**config.mk**
```make
export PLATFORM = sky130hd
export DESIGN_NAME = periodic_timer_scheduler
export DESIGN_NICKNAME = d
export VERILOG_FILES = /design/src/rtl/ptsch_pkg.sv /design/src/rtl/ptsch_cell.sv /design/src/rtl/periodic_timer_scheduler.sv
export SDC_FILE = /design/constraint.sdc
export NUM_CORES = 2
export LEC_CHECK = 0
export ABC_AREA = 1
export ABC_CLOCK_PERIOD_IN_PS = 60100
export BUFFER_PORTS_ARGS = -buffer_cell sky130_fd_sc_hd__buf_2
export CORE_UTILIZATION = 55
export DETAILED_ROUTE_END_ITERATION = 10
export PLACE_DENSITY = 0.72
export SLEW_MARGIN = 10
export SYNTH_ARGS = -nofsm -noshare
export SYNTH_HDL_FRONTEND = slang
export SYNTH_SLANG_ARGS = --single-unit
```
**constraint.sdc**
```tcl
create_clock -name clk -period 60.1 [get_ports clk]
set_clock_uncertainty 0.15 [all_clocks]
set_input_delay 6.01 -clock clk [delete_from_list [all_inputs] [get_ports clk]]
set_output_delay 6.01 -clock clk [all_outputs]
set_load 0.01 [all_outputs]
```
**src/rtl/ptsch_pkg.sv**
```systemverilog
// Shared types and constants for the periodic timer scheduler.
package ptsch_pkg;
  localparam int NUM_SLOTS = 16;
  localparam int IDX_W = $clog2(NUM_SLOTS);
  localparam logic [31:0] NO_DEADLINE = 32'hFFFF_FFFF;

  typedef enum logic [1:0] {
    CMD_TICK   = 2'd0,
    CMD_ADD    = 2'd1,
    CMD_REMOVE = 2'd2,
    CMD_NONE   = 2'd3
  } cmd_t;

  typedef enum logic [2:0] {
    ST_ADDED   = 3'd0,
    ST_FULL    = 3'd1,
    ST_FIRED   = 3'd2,
    ST_TICKED  = 3'd3,
    ST_REMOVED = 3'd4
  } status_t;

  typedef enum logic [2:0] {
    S_IDLE,
    S_ADD,
    S_REMOVE,
    S_TICK,
    S_FINAL
  } state_t;

  typedef struct packed {
    logic        used;
    logic        cancelled;
    logic        pend;
    logic [31:0] ident;
    logic [31:0] period;
    logic [31:0] deadline;
  } slot_t;
endpackage

```
**src/rtl/ptsch_cell.sv**
```systemverilog
// One timer slot cell of the rotating slot chain.
module ptsch_cell (
  input  logic            clk,
  input  logic            rst_n,
  input  logic            shift,
  input  ptsch_pkg::slot_t d,
  output ptsch_pkg::slot_t q
);
  import ptsch_pkg::*;

  logic        used_r, cancelled_r, pend_r;
  logic [31:0] ident_r, period_r, deadline_r;

  always_ff @(posedge clk) begin
    if (!rst_n) begin
      used_r      <= 1'b0;
      cancelled_r <= 1'b0;
      pend_r      <= 1'b0;
    end else if (shift) begin
      used_r      <= d.used;
      cancelled_r <= d.cancelled;
      pend_r      <= d.pend;
    end
  end

  always_ff @(posedge clk) begin
    if (shift) begin
      ident_r    <= d.ident;
      period_r   <= d.period;
      deadline_r <= d.deadline;
    end
  end

  assign q = '{used: used_r, cancelled: cancelled_r, pend: pend_r,
               ident: ident_r, period: period_r, deadline: deadline_r};
endmodule

```
**src/rtl/periodic_timer_scheduler.sv**
```systemverilog
// Top level of the periodic timer scheduler: command sequencer and slot ring.
// The sixteen timer slots sit in a ring of cells that rotates by one slot per
// cycle while a command runs; the sequencer works on the slot at the head.
// After the accept cycle, add and remove take one revolution and then present the
// result. A tick revolves for as long as due timers remain, since each
// revolution picks the next timer in deadline order and fires it on the next
// one; a stalled output holds the ring. An unused command is dropped in its
// accept cycle. Items are taken one at a time, and a new item waits until the
// previous final result has been taken or is taken in the same cycle.
module periodic_timer_scheduler (
  input  logic         clk,
  input  logic         rst_n,
  input  logic         in_tvalid,
  output logic         in_tready,
  input  logic [103:0] in_tdata,   // cmd[1:0], now_ms[33:2], period_ms[65:34], timer_ident[97:66]
  output logic         out_tvalid,
  input  logic         out_tready,
  output logic [103:0] out_tdata,  // status[2:0], result_ident[34:3], fired_period[66:35], next_delay[98:67]
  output logic         out_tlast
);
  import ptsch_pkg::*;

  slot_t cell_q [NUM_SLOTS];
  slot_t cell_d [NUM_SLOTS];
  logic  shift;

  state_t state_r, state_nxt;
  logic [IDX_W-1:0] idx_r, idx_nxt;
  logic [31:0] now_r, per_r, id_r, next_ident_r, next_ident_nxt;
  logic        hit_r, hit_nxt, first_r, first_nxt;
  logic        fire_vld_r, fire_vld_nxt;
  logic [IDX_W-1:0] fire_idx_r, fire_idx_nxt, pick_idx_r, pick_idx_nxt;
  logic        pick_vld_r, pick_vld_nxt;
  logic [31:0] age_r, age_nxt, best_r, best_nxt;
  logic        out_valid_r, out_valid_nxt, out_last_r, out_last_nxt;
  status_t     out_status_r, out_status_nxt;
  logic [31:0] out_ident_r, out_ident_nxt, out_period_r, out_period_nxt;
  logic [31:0] out_delay_r, out_delay_nxt;

  slot_t head, nh;
  logic  emit, out_free, pass_end, nh_due, h_due;
  logic [31:0] age, dly;

  for (genvar i = 0; i < NUM_SLOTS; i++) begin : g_ring
    if (i == NUM_SLOTS - 1) begin : g_tail
      assign cell_d[i] = nh;
    end else begin : g_mid
      assign cell_d[i] = cell_q[i+1];
    end
    ptsch_cell u_cell (.clk(clk), .rst_n(rst_n), .shift(shift), .d(cell_d[i]), .q(cell_q[i]));
  end

  assign head     = cell_q[0];
  assign out_free = !out_valid_r || out_tready;
  assign pass_end = (idx_r == IDX_W'(NUM_SLOTS - 1));
  assign h_due    = ((now_r - head.deadline) < 32'h8000_0000);

  always_comb begin
    state_nxt      = state_r;
    idx_nxt        = idx_r;
    next_ident_nxt = next_ident_r;
    hit_nxt        = hit_r;
    first_nxt      = first_r;
    fire_vld_nxt   = fire_vld_r;
    fire_idx_nxt   = fire_idx_r;
    pick_vld_nxt   = pick_vld_r;
    pick_idx_nxt   = pick_idx_r;
    age_nxt        = age_r;
    best_nxt       = best_r;
    out_valid_nxt  = out_valid_r && !out_tready;
    out_status_nxt = out_status_r;
    out_ident_nxt  = out_ident_r;
    out_period_nxt = out_period_r;
    out_delay_nxt  = out_delay_r;
    out_last_nxt   = out_last_r;
    nh             = head;
    emit           = 1'b0;
    shift          = 1'b0;
    age            = '0;
    dly            = '0;
    nh_due         = 1'b0;
    // hold the next item while a result still waits
    in_tready      = (state_r == S_IDLE) && out_free;

    unique case (state_r)
      S_IDLE: begin
        if (in_tvalid && out_free) begin
          idx_nxt  = '0;
          hit_nxt  = 1'b0;
          first_nxt = 1'b1;
          fire_vld_nxt = 1'b0;
          pick_vld_nxt = 1'b0;
          best_nxt = NO_DEADLINE;
          unique case (cmd_t'(in_tdata[1:0]))
            CMD_TICK:   state_nxt = S_TICK;
            CMD_ADD:    state_nxt = S_ADD;
            CMD_REMOVE: state_nxt = S_REMOVE;
            default:    state_nxt = S_IDLE;
          endcase
        end
      end
      S_ADD: begin
        shift = 1'b1;
        if (!hit_r && !head.used) begin
          nh.used      = 1'b1;
          nh.cancelled = 1'b0;
          nh.pend      = 1'b0;
          nh.ident     = next_ident_r;
          nh.period    = per_r;
          nh.deadline  = now_r + per_r;
          hit_nxt      = 1'b1;
        end
        idx_nxt = idx_r + 1'b1;
        if (pass_end) begin
          state_nxt = S_FINAL;
          out_status_nxt = hit_nxt ? ST_ADDED : ST_FULL;
          out_ident_nxt  = hit_nxt ? next_ident_r : 32'd0;
          out_period_nxt = '0;
          out_delay_nxt  = '0;
          if (hit_nxt) next_ident_nxt = next_ident_r + 32'd1;
        end
      end
      S_REMOVE: begin
        shift = 1'b1;
        if (!hit_r && head.used && !head.cancelled && head.ident == id_r) begin
          nh.cancelled = 1'b1;
          hit_nxt      = 1'b1;
        end
        idx_nxt = idx_r + 1'b1;
        if (pass_end) begin
          state_nxt = S_FINAL;
          out_status_nxt = ST_REMOVED;
          out_ident_nxt  = '0;
          out_period_nxt = '0;
          out_delay_nxt  = '0;
        end
      end
      S_TICK: begin
        // mark due slots on the first revolution, free the due ones that are cancelled
        if (first_r) begin
          nh.pend = 1'b0;
          if (head.used && h_due) begin
            if (head.cancelled) begin
              nh.used      = 1'b0;
              nh.cancelled = 1'b0;
            end else begin
              nh.pend = 1'b1;
            end
          end
        end
        if (fire_vld_r && idx_r == fire_idx_r) begin
          emit        = 1'b1;
          nh.pend     = 1'b0;
          nh.deadline = now_r + head.period;
        end
        shift = !(emit && !out_free);
        if (shift) begin
          if (emit) begin
            out_valid_nxt  = 1'b1;
            out_status_nxt = ST_FIRED;
            out_ident_nxt  = head.ident;
            out_period_nxt = head.period;
            out_delay_nxt  = '0;
            out_last_nxt   = 1'b0;
          end
          age = now_r - nh.deadline;
          if (nh.pend && (!pick_vld_r || age > age_r)) begin
            pick_vld_nxt = 1'b1;
            pick_idx_nxt = idx_r;
            age_nxt      = age;
          end
          nh_due = (age < 32'h8000_0000);
          dly    = nh_due ? 32'd0 : (nh.deadline - now_r);
          if (nh.used && dly < best_r) best_nxt = dly;
          idx_nxt = idx_r + 1'b1;
          if (pass_end) begin
            first_nxt = 1'b0;
            if (pick_vld_nxt) begin
              fire_vld_nxt = 1'b1;
              fire_idx_nxt = pick_idx_nxt;
              pick_vld_nxt = 1'b0;
              best_nxt     = NO_DEADLINE;
            end else begin
              fire_vld_nxt = 1'b0;
              state_nxt    = S_FINAL;
            end
          end
        end
      end
      S_FINAL: begin
        if (out_free) begin
          out_valid_nxt = 1'b1;
          out_last_nxt  = 1'b1;
          if (!first_r) begin
            out_status_nxt = ST_TICKED;
            out_ident_nxt  = '0;
            out_period_nxt = '0;
            out_delay_nxt  = best_r;
          end
          state_nxt = S_IDLE;
        end
      end
      default: state_nxt = S_IDLE;
    endcase
  end

  always_ff @(posedge clk) begin
    if (!rst_n) begin
      state_r      <= S_IDLE;
      idx_r        <= '0;
      next_ident_r <= 32'd1;
      hit_r        <= 1'b0;
      first_r      <= 1'b0;
      fire_vld_r   <= 1'b0;
      pick_vld_r   <= 1'b0;
      out_valid_r  <= 1'b0;
    end else begin
      state_r      <= state_nxt;
      idx_r        <= idx_nxt;
      next_ident_r <= next_ident_nxt;
      hit_r        <= hit_nxt;
      first_r      <= first_nxt;
      fire_vld_r   <= fire_vld_nxt;
      pick_vld_r   <= pick_vld_nxt;
      out_valid_r  <= out_valid_nxt;
    end
  end

  always_ff @(posedge clk) begin
    fire_idx_r   <= fire_idx_nxt;
    pick_idx_r   <= pick_idx_nxt;
    age_r        <= age_nxt;
    best_r       <= best_nxt;
    out_status_r <= out_status_nxt;
    out_ident_r  <= out_ident_nxt;
    out_period_r <= out_period_nxt;
    out_delay_r  <= out_delay_nxt;
    out_last_r   <= out_last_nxt;
    if (in_tvalid && in_tready) begin
      now_r <= in_tdata[33:2];
      per_r <= (in_tdata[65:34] == 32'd0) ? 32'd1 : in_tdata[65:34];
      id_r  <= in_tdata[97:66];
    end
  end

  assign out_tvalid = out_valid_r;
  assign out_tlast  = out_last_r;
  assign out_tdata  = {5'd0, out_delay_r, out_period_r, out_ident_r, out_status_r};

`ifndef NO_ASSERTIONS
  a_idle_idx: assert property (@(posedge clk) disable iff (!rst_n)
    (state_r == S_IDLE) |-> (idx_r == '0))
    else $error("ring not aligned while idle");
  a_fire_tick: assert property (@(posedge clk) disable iff (!rst_n)
    fire_vld_r |-> (state_r == S_TICK))
    else $error("pending fire outside tick");
  a_final_last: assert property (@(posedge clk) disable iff (!rst_n)
    (state_r == S_FINAL && out_free) |=> (out_tvalid && out_tlast))
    else $error("final item not presented");
`endif
endmodule
```
; ---- Yosys cells after proc, flatten, opt, wreduce, memory -nomap -nowiden
; Cells that the tools add are included.
[op_classes]
mux = 88
n_reduce_logical = 45
n_addsub = 7
n_eq_ne = 20
magnitude_cmp = 4
bitwise = 1
[op_table]
columns = operator, count
row1 = 32-bit two-way mux, 21
row2 = 32-bit case mux with 3 select lines, 2
row3 = 32-bit case mux with 2 select lines, 2
row4 = 32-bit case mux with 4 select lines, 1
row5 = 99-bit two-way mux, 1
row6 = 32-bit subtractor, 3
row7 = 32-bit adder, 2
row8 = 32-bit < comparator (second input constant), 2
row9 = 64-bit two-way mux, 1
row10 = 3-bit two-way mux, 14
row11 = 32-bit by 1-bit adder with 32-bit output (second input constant), 1
row12 = 32-bit == test, 1
row13 = 32-bit greater-than comparator, 1
row14 = 32-bit zero test, 1
row15 = 32-bit < comparator, 1
row16 = 1-bit two-way mux, 28
row17 = 3-bit case mux with 4 select lines, 2
row18 = 2-bit inequality test (second input constant), 9
row19 = 1-bit case mux with 2 select lines, 8
row20 = 3-bit AND reduction, 5
row21 = 1-bit logical AND, 13
row22 = 4-bit two-way mux, 3
row23 = 4-bit case mux with 3 select lines, 1
row24 = 4-bit AND reduction, 3
row25 = 24 further kinds, 39
[word_totals]
regBits = 1896
out_inout_bits = 107
inputBits = 108
elab_cells = 281

; ---- Logic depth before layout (Yosys ltp)
[logic_depth]
depth_word = 16
mapped_depth = 45
ltp_nobuf = 43

; ---- Hierarchy
; A second synthesis with hierarchy kept.
[unflattened]
hier_cells = 4796
area_unflattened_um2 = 71474.8
[modules_own_cells]
columns = mod, cells_each, seq_area_each_um2, area_per_inst_um2, instances
row1 = ptsch_cell, 117, 2942.8, 3021.6, 16
row2 = periodic_timer_scheduler, 2924, 8928.6, 23128.4, 1

; ---- Worst setup path after synthesis
; Ideal clock, no wire load.
[synth_timing]
path_kind = input-to-reg
startpoint = input port out_tready
endpoint = register g_ring[15].u_cell.cancelled_r
n_path_buf = 1
path_slack_ps = 8686
t_arrival_ps = 49576
required_ps = 58262
setup_time_ps = 1688
cell_stages = 8
path_cell_list = nor2_1 -> inv_1 -> nor2_1 -> nor2_1 -> nor2_1 -> inv_2 -> clkbuf_1 -> a21oi_1
[synth_via]
elab_chain_len = 5
[synth_lines]
columns = element, line
row1 = from (decl), periodic_timer_scheduler.sv:17  ; input logic out_tready,
row2 = 1-bit logical OR, periodic_timer_scheduler.sv:54  ; assign out_free = !out_valid_r || out_tready;
row3 = 1-bit zero test, periodic_timer_scheduler.sv:156  ; shift = !(emit && !out_free);
row4 = 1-bit logical AND, periodic_timer_scheduler.sv:156
row5 = 1-bit zero test, periodic_timer_scheduler.sv:156
row6 = 1-bit case mux with 2 select lines, periodic_timer_scheduler.sv:85  ; unique case (state_r)
row7 = named net g_ring[0].u_cell.shift, ptsch_cell.sv:5  ; input logic shift,
row8 = to (signal assigned), ptsch_cell.sv:21  ; cancelled_r <= d.cancelled;
row9 = to (decl), ptsch_cell.sv:11  ; logic used_r, cancelled_r, pend_r;
; The timed path passes the listed nets, and every way through them passes these cells.
; A chain may end at the register's enable or synchronous reset.

; ---- Worst setup path after layout
[layout_timing]
startpoint = input port out_tready
endpoint = output port in_tready
[layout_via]
elab_chain_len = 2
[layout_lines]
columns = element, line
row1 = 1-bit logical OR, periodic_timer_scheduler.sv:54
row2 = 1-bit logical AND, periodic_timer_scheduler.sv:83  ; in_tready = (state_r == S_IDLE) && out_free;
row3 = to (decl), periodic_timer_scheduler.sv:14  ; output logic in_tready,
; No other way between the ends.

==> summary.md <==
| Metric | Value |
|---|---|
| Fin crit period | about 13 ns |
| Nets | about 5200 |
| Yosys top cell by area | edfxtp_1 |
| Area grow syn2layout | 12.5% |
| Crit path DAT | ~6.7 ns |
| Via density | 5.48 |
| CTS tree | yes |
| Initial antenna violation count | 5 |
| Xor/xnor share of the synthesized area | 0.0141 |
| Synth Flop Type | edfxtp_1 |
| Adder-Cell Fraction of Synth Area | 0.0385 |
| Type of the worst min-delay path | flip-flop to flip-flop |
| Hpwl dp | between 90000 and 100000 um |
| R2R Path Start | now_r[1] |
| Remaining antenna violation count | 0 |
| Drt total wl | between 100000 and 150000 um |
| Async SR Flop Fraction | 0 |
| Met1 capacity usage during global routing | 0.332 |
| Hold Path Origin | g_ring[5].u_cell.period_r[7] |
| Die height | 360 um |
| Die Area | 130000 um^2 |
| Place WS | about 47 ns |
| Global Route Usage Sum | 0.216 |
| CTS Hold Bufs | 0 |
| Clock sinks | ~1900 |
| Core area | 128000 um^2 |
| Max Clock Freq | slightly below 80 MHz |
| Final worst slack | about 47 ns |
| Hold WS | roughly 0.24 ns |
| Post-synthesis compound-gate area fraction | 0.0529 |
| Initial core utilization | 0.554 |
| Final Wtd Congestion | roughly 0.90 |
| Worst-Margin Slew | 1.15 ns |
| Cts bufs inserted | 177 |
| M3 GR Usage | 0.0353 |
| Vias in the first global route | between 30000 and 40000 |
| # DRC | 0 |
| Largest net degree at the start of global routing | around 220 |
| Post-synthesis simple-gate area fraction | 0.0697 |
| FF-to-FF path depth | 38 |
| Clock Tree Buf Depth | 3 |
| Synth unique cells | 60 |
| Status | completed |
| CP Data Required Time | about 54 ns |
| Total grt overflow | 0 |
| Most common cell after layout, fill and taps aside | edfxtp_1 |
| Avg Cell Area, Syn | about 15 um^2 |
| Kind of critical path | input pin to primary output |
| Most frequent cells in the layout | 1804 x edfxtp_1, 581 x nand2_1, 443 x inv_1 |
| Fin util | 0.623 |
| Die width | 360 um |
| DR pass1 iterations | 5 |
| Rows | between 100 and 150 |
| # IOs | 215 |
| Startpoint type of the worst setup path | input pin |
| End of the worst register-to-register path | best_r[31] |
| Post-Route Setup TNS | 0 ns |
| Mapped Cells | roughly 4600 |
| Multiplexer share of the synthesized area | 0 |
| Final setup viols | 0 |
| Final hold viol count | 0 |
| RSZ-0062 raised after global routing | no |
| Total number of vias | approximately 37000 |
| Biggest regs | g_ring.u_cell.deadline_r x512, g_ring.u_cell.ident_r x512, g_ring.u_cell.period_r x512 |
| Worst min-delay path endpoint | g_ring[4].u_cell.period_r[7] |
| PostCTS Resize Cnt | 0 |
| GR Layer Usage met2 | 0.319 |
| Max-slew headroom | 0.231 |
| CTS clk-pin slew, worst paths | around 0.06 ns |
| Top cells by area, synth | edfxtp_1 77%, ha_1 3.7%, nand2_1 3.1%, dfxtp_1 2.6%, inv_1 2.4% |
| Post-Syn Area | approximately 71000 um^2 |
| Clock latency on the worst-skew pair | around 0.84 ns |
| Setup slack, reg-to-reg | 49.81 ns |
| CTS Root Cell | clkbuf_16 |
| Sequential area share after synthesis | 0.793 |
| # Post-CTS Setup Buffers | 0 |
| Detailed Route Iter0 Violations | 3438 |
| Worst Path Max Fanout | 3 |
| Final period util | 0.213 |
| Critical Path End Type | primary output |
| Synth Register Bits | about 1900 |
| Avg WL per Cell | about 21 um |
| Max_cap viols | 0 |
| Post-synth top area share | 0.767 |
| WHS Path Cells | 0 |
| I/O Buffers | 203 |
| YS warnings | 0 |
| First-pass GRT wire length | between 200000 and 250000 um |
| EDFF count, synth | 1804 |
| Final Max Tran Viols | 0 |
| Max H-tree Level | 4 |
| GR peak layer | met1 |
| Main combinational cell family by area after synthesis | simple AND/OR/NAND/NOR gates |
| Share of cells above drive strength 1 | 0.107 |
==> worst max-delay path: stages <==
cell and delay (ns):
buf_2 0.09, nor2_1 0.32, nor2_1 0.09, buf_2 0.15
==> cells in the mapped netlist (6+ instances only) <==
cell      instances
or2_2            17
ha_1            211
inv_1           444
o21bai_1         10
a21oi_1         225
dfxtp_1          92
xor2_1           63
o221ai_1         37
o211ai_1         17
a221oi_1          7
a211oi_1          9
nor4_1           18
o31ai_1          24
o21ai_0         247
a31oi_1          15
nand4_1          27
buf_2             6
nand3_1         140
nor3_1           38
o32ai_1          10
nor2_1          318
buf_1            11
clkbuf_1        113
edfxtp_1       1804
xnor2_1          51
nand2_1         582
o22ai_1           7
o21a_1            9
==> worst max path at each step <==
stage,from,end,slack [ns]
after global placement,out_tready,in_tready,47.26
after detailed placement,out_tready,in_tready,47.27
after CTS,out_tready,in_tready,47.25
after global routing,out_tready,in_tready,47.24
after floorplan,out_tready,g_ring[15].u_cell.cancelled_r,8.69
final,out_tready,in_tready,47.28
==> cells by family after synthesis <==
group	Yosys count
buf+inv	588
xor+xnor	114
other cells	1
simple gates	1170
flops	1896
compound gates	646
fa+ha+maj	215
==> stage by stage <==
| step | cells | instance area (um^2) |
|---|---|---|
| after global placement | 6393 | 73500 |
| after detailed placement | 6393 | 73500 |
| after global routing | 6720 | 79500 |
| after CTS | 6720 | 79500 |
| final | 6721 | 79500 |
| after floorplan | 4634 | 70700 |
==> per-layer routing <==
| layer | share of wire | routed length (um) |
|---|---|---|
| met3 | 0.067 | 9370 |
| met5 | 0 | 0 |
| met2 | 0.44 | 61700 |
| met4 | 0.025 | 3550 |
| met1 | 0.47 | 65400 |
==> final cells by class <==
cell class | count | area [um^2]
Sequential cell | 1896 | 56000
Fill cell | 9148 | 48000
Multi-Input combinational cell | 2150 | 12500
Clock buffer | 214 | 4600
Tap cell | 1662 | 2080
Inverter | 452 | 1710
Clock inverter | 113 | 1320
Timing Repair Buffer | 233 | 1280
Antenna cell | 1 | 2.50
Power is not shown: default switching activity piles up to over one toggle a cycle in this logic, so the estimate is an artifact.
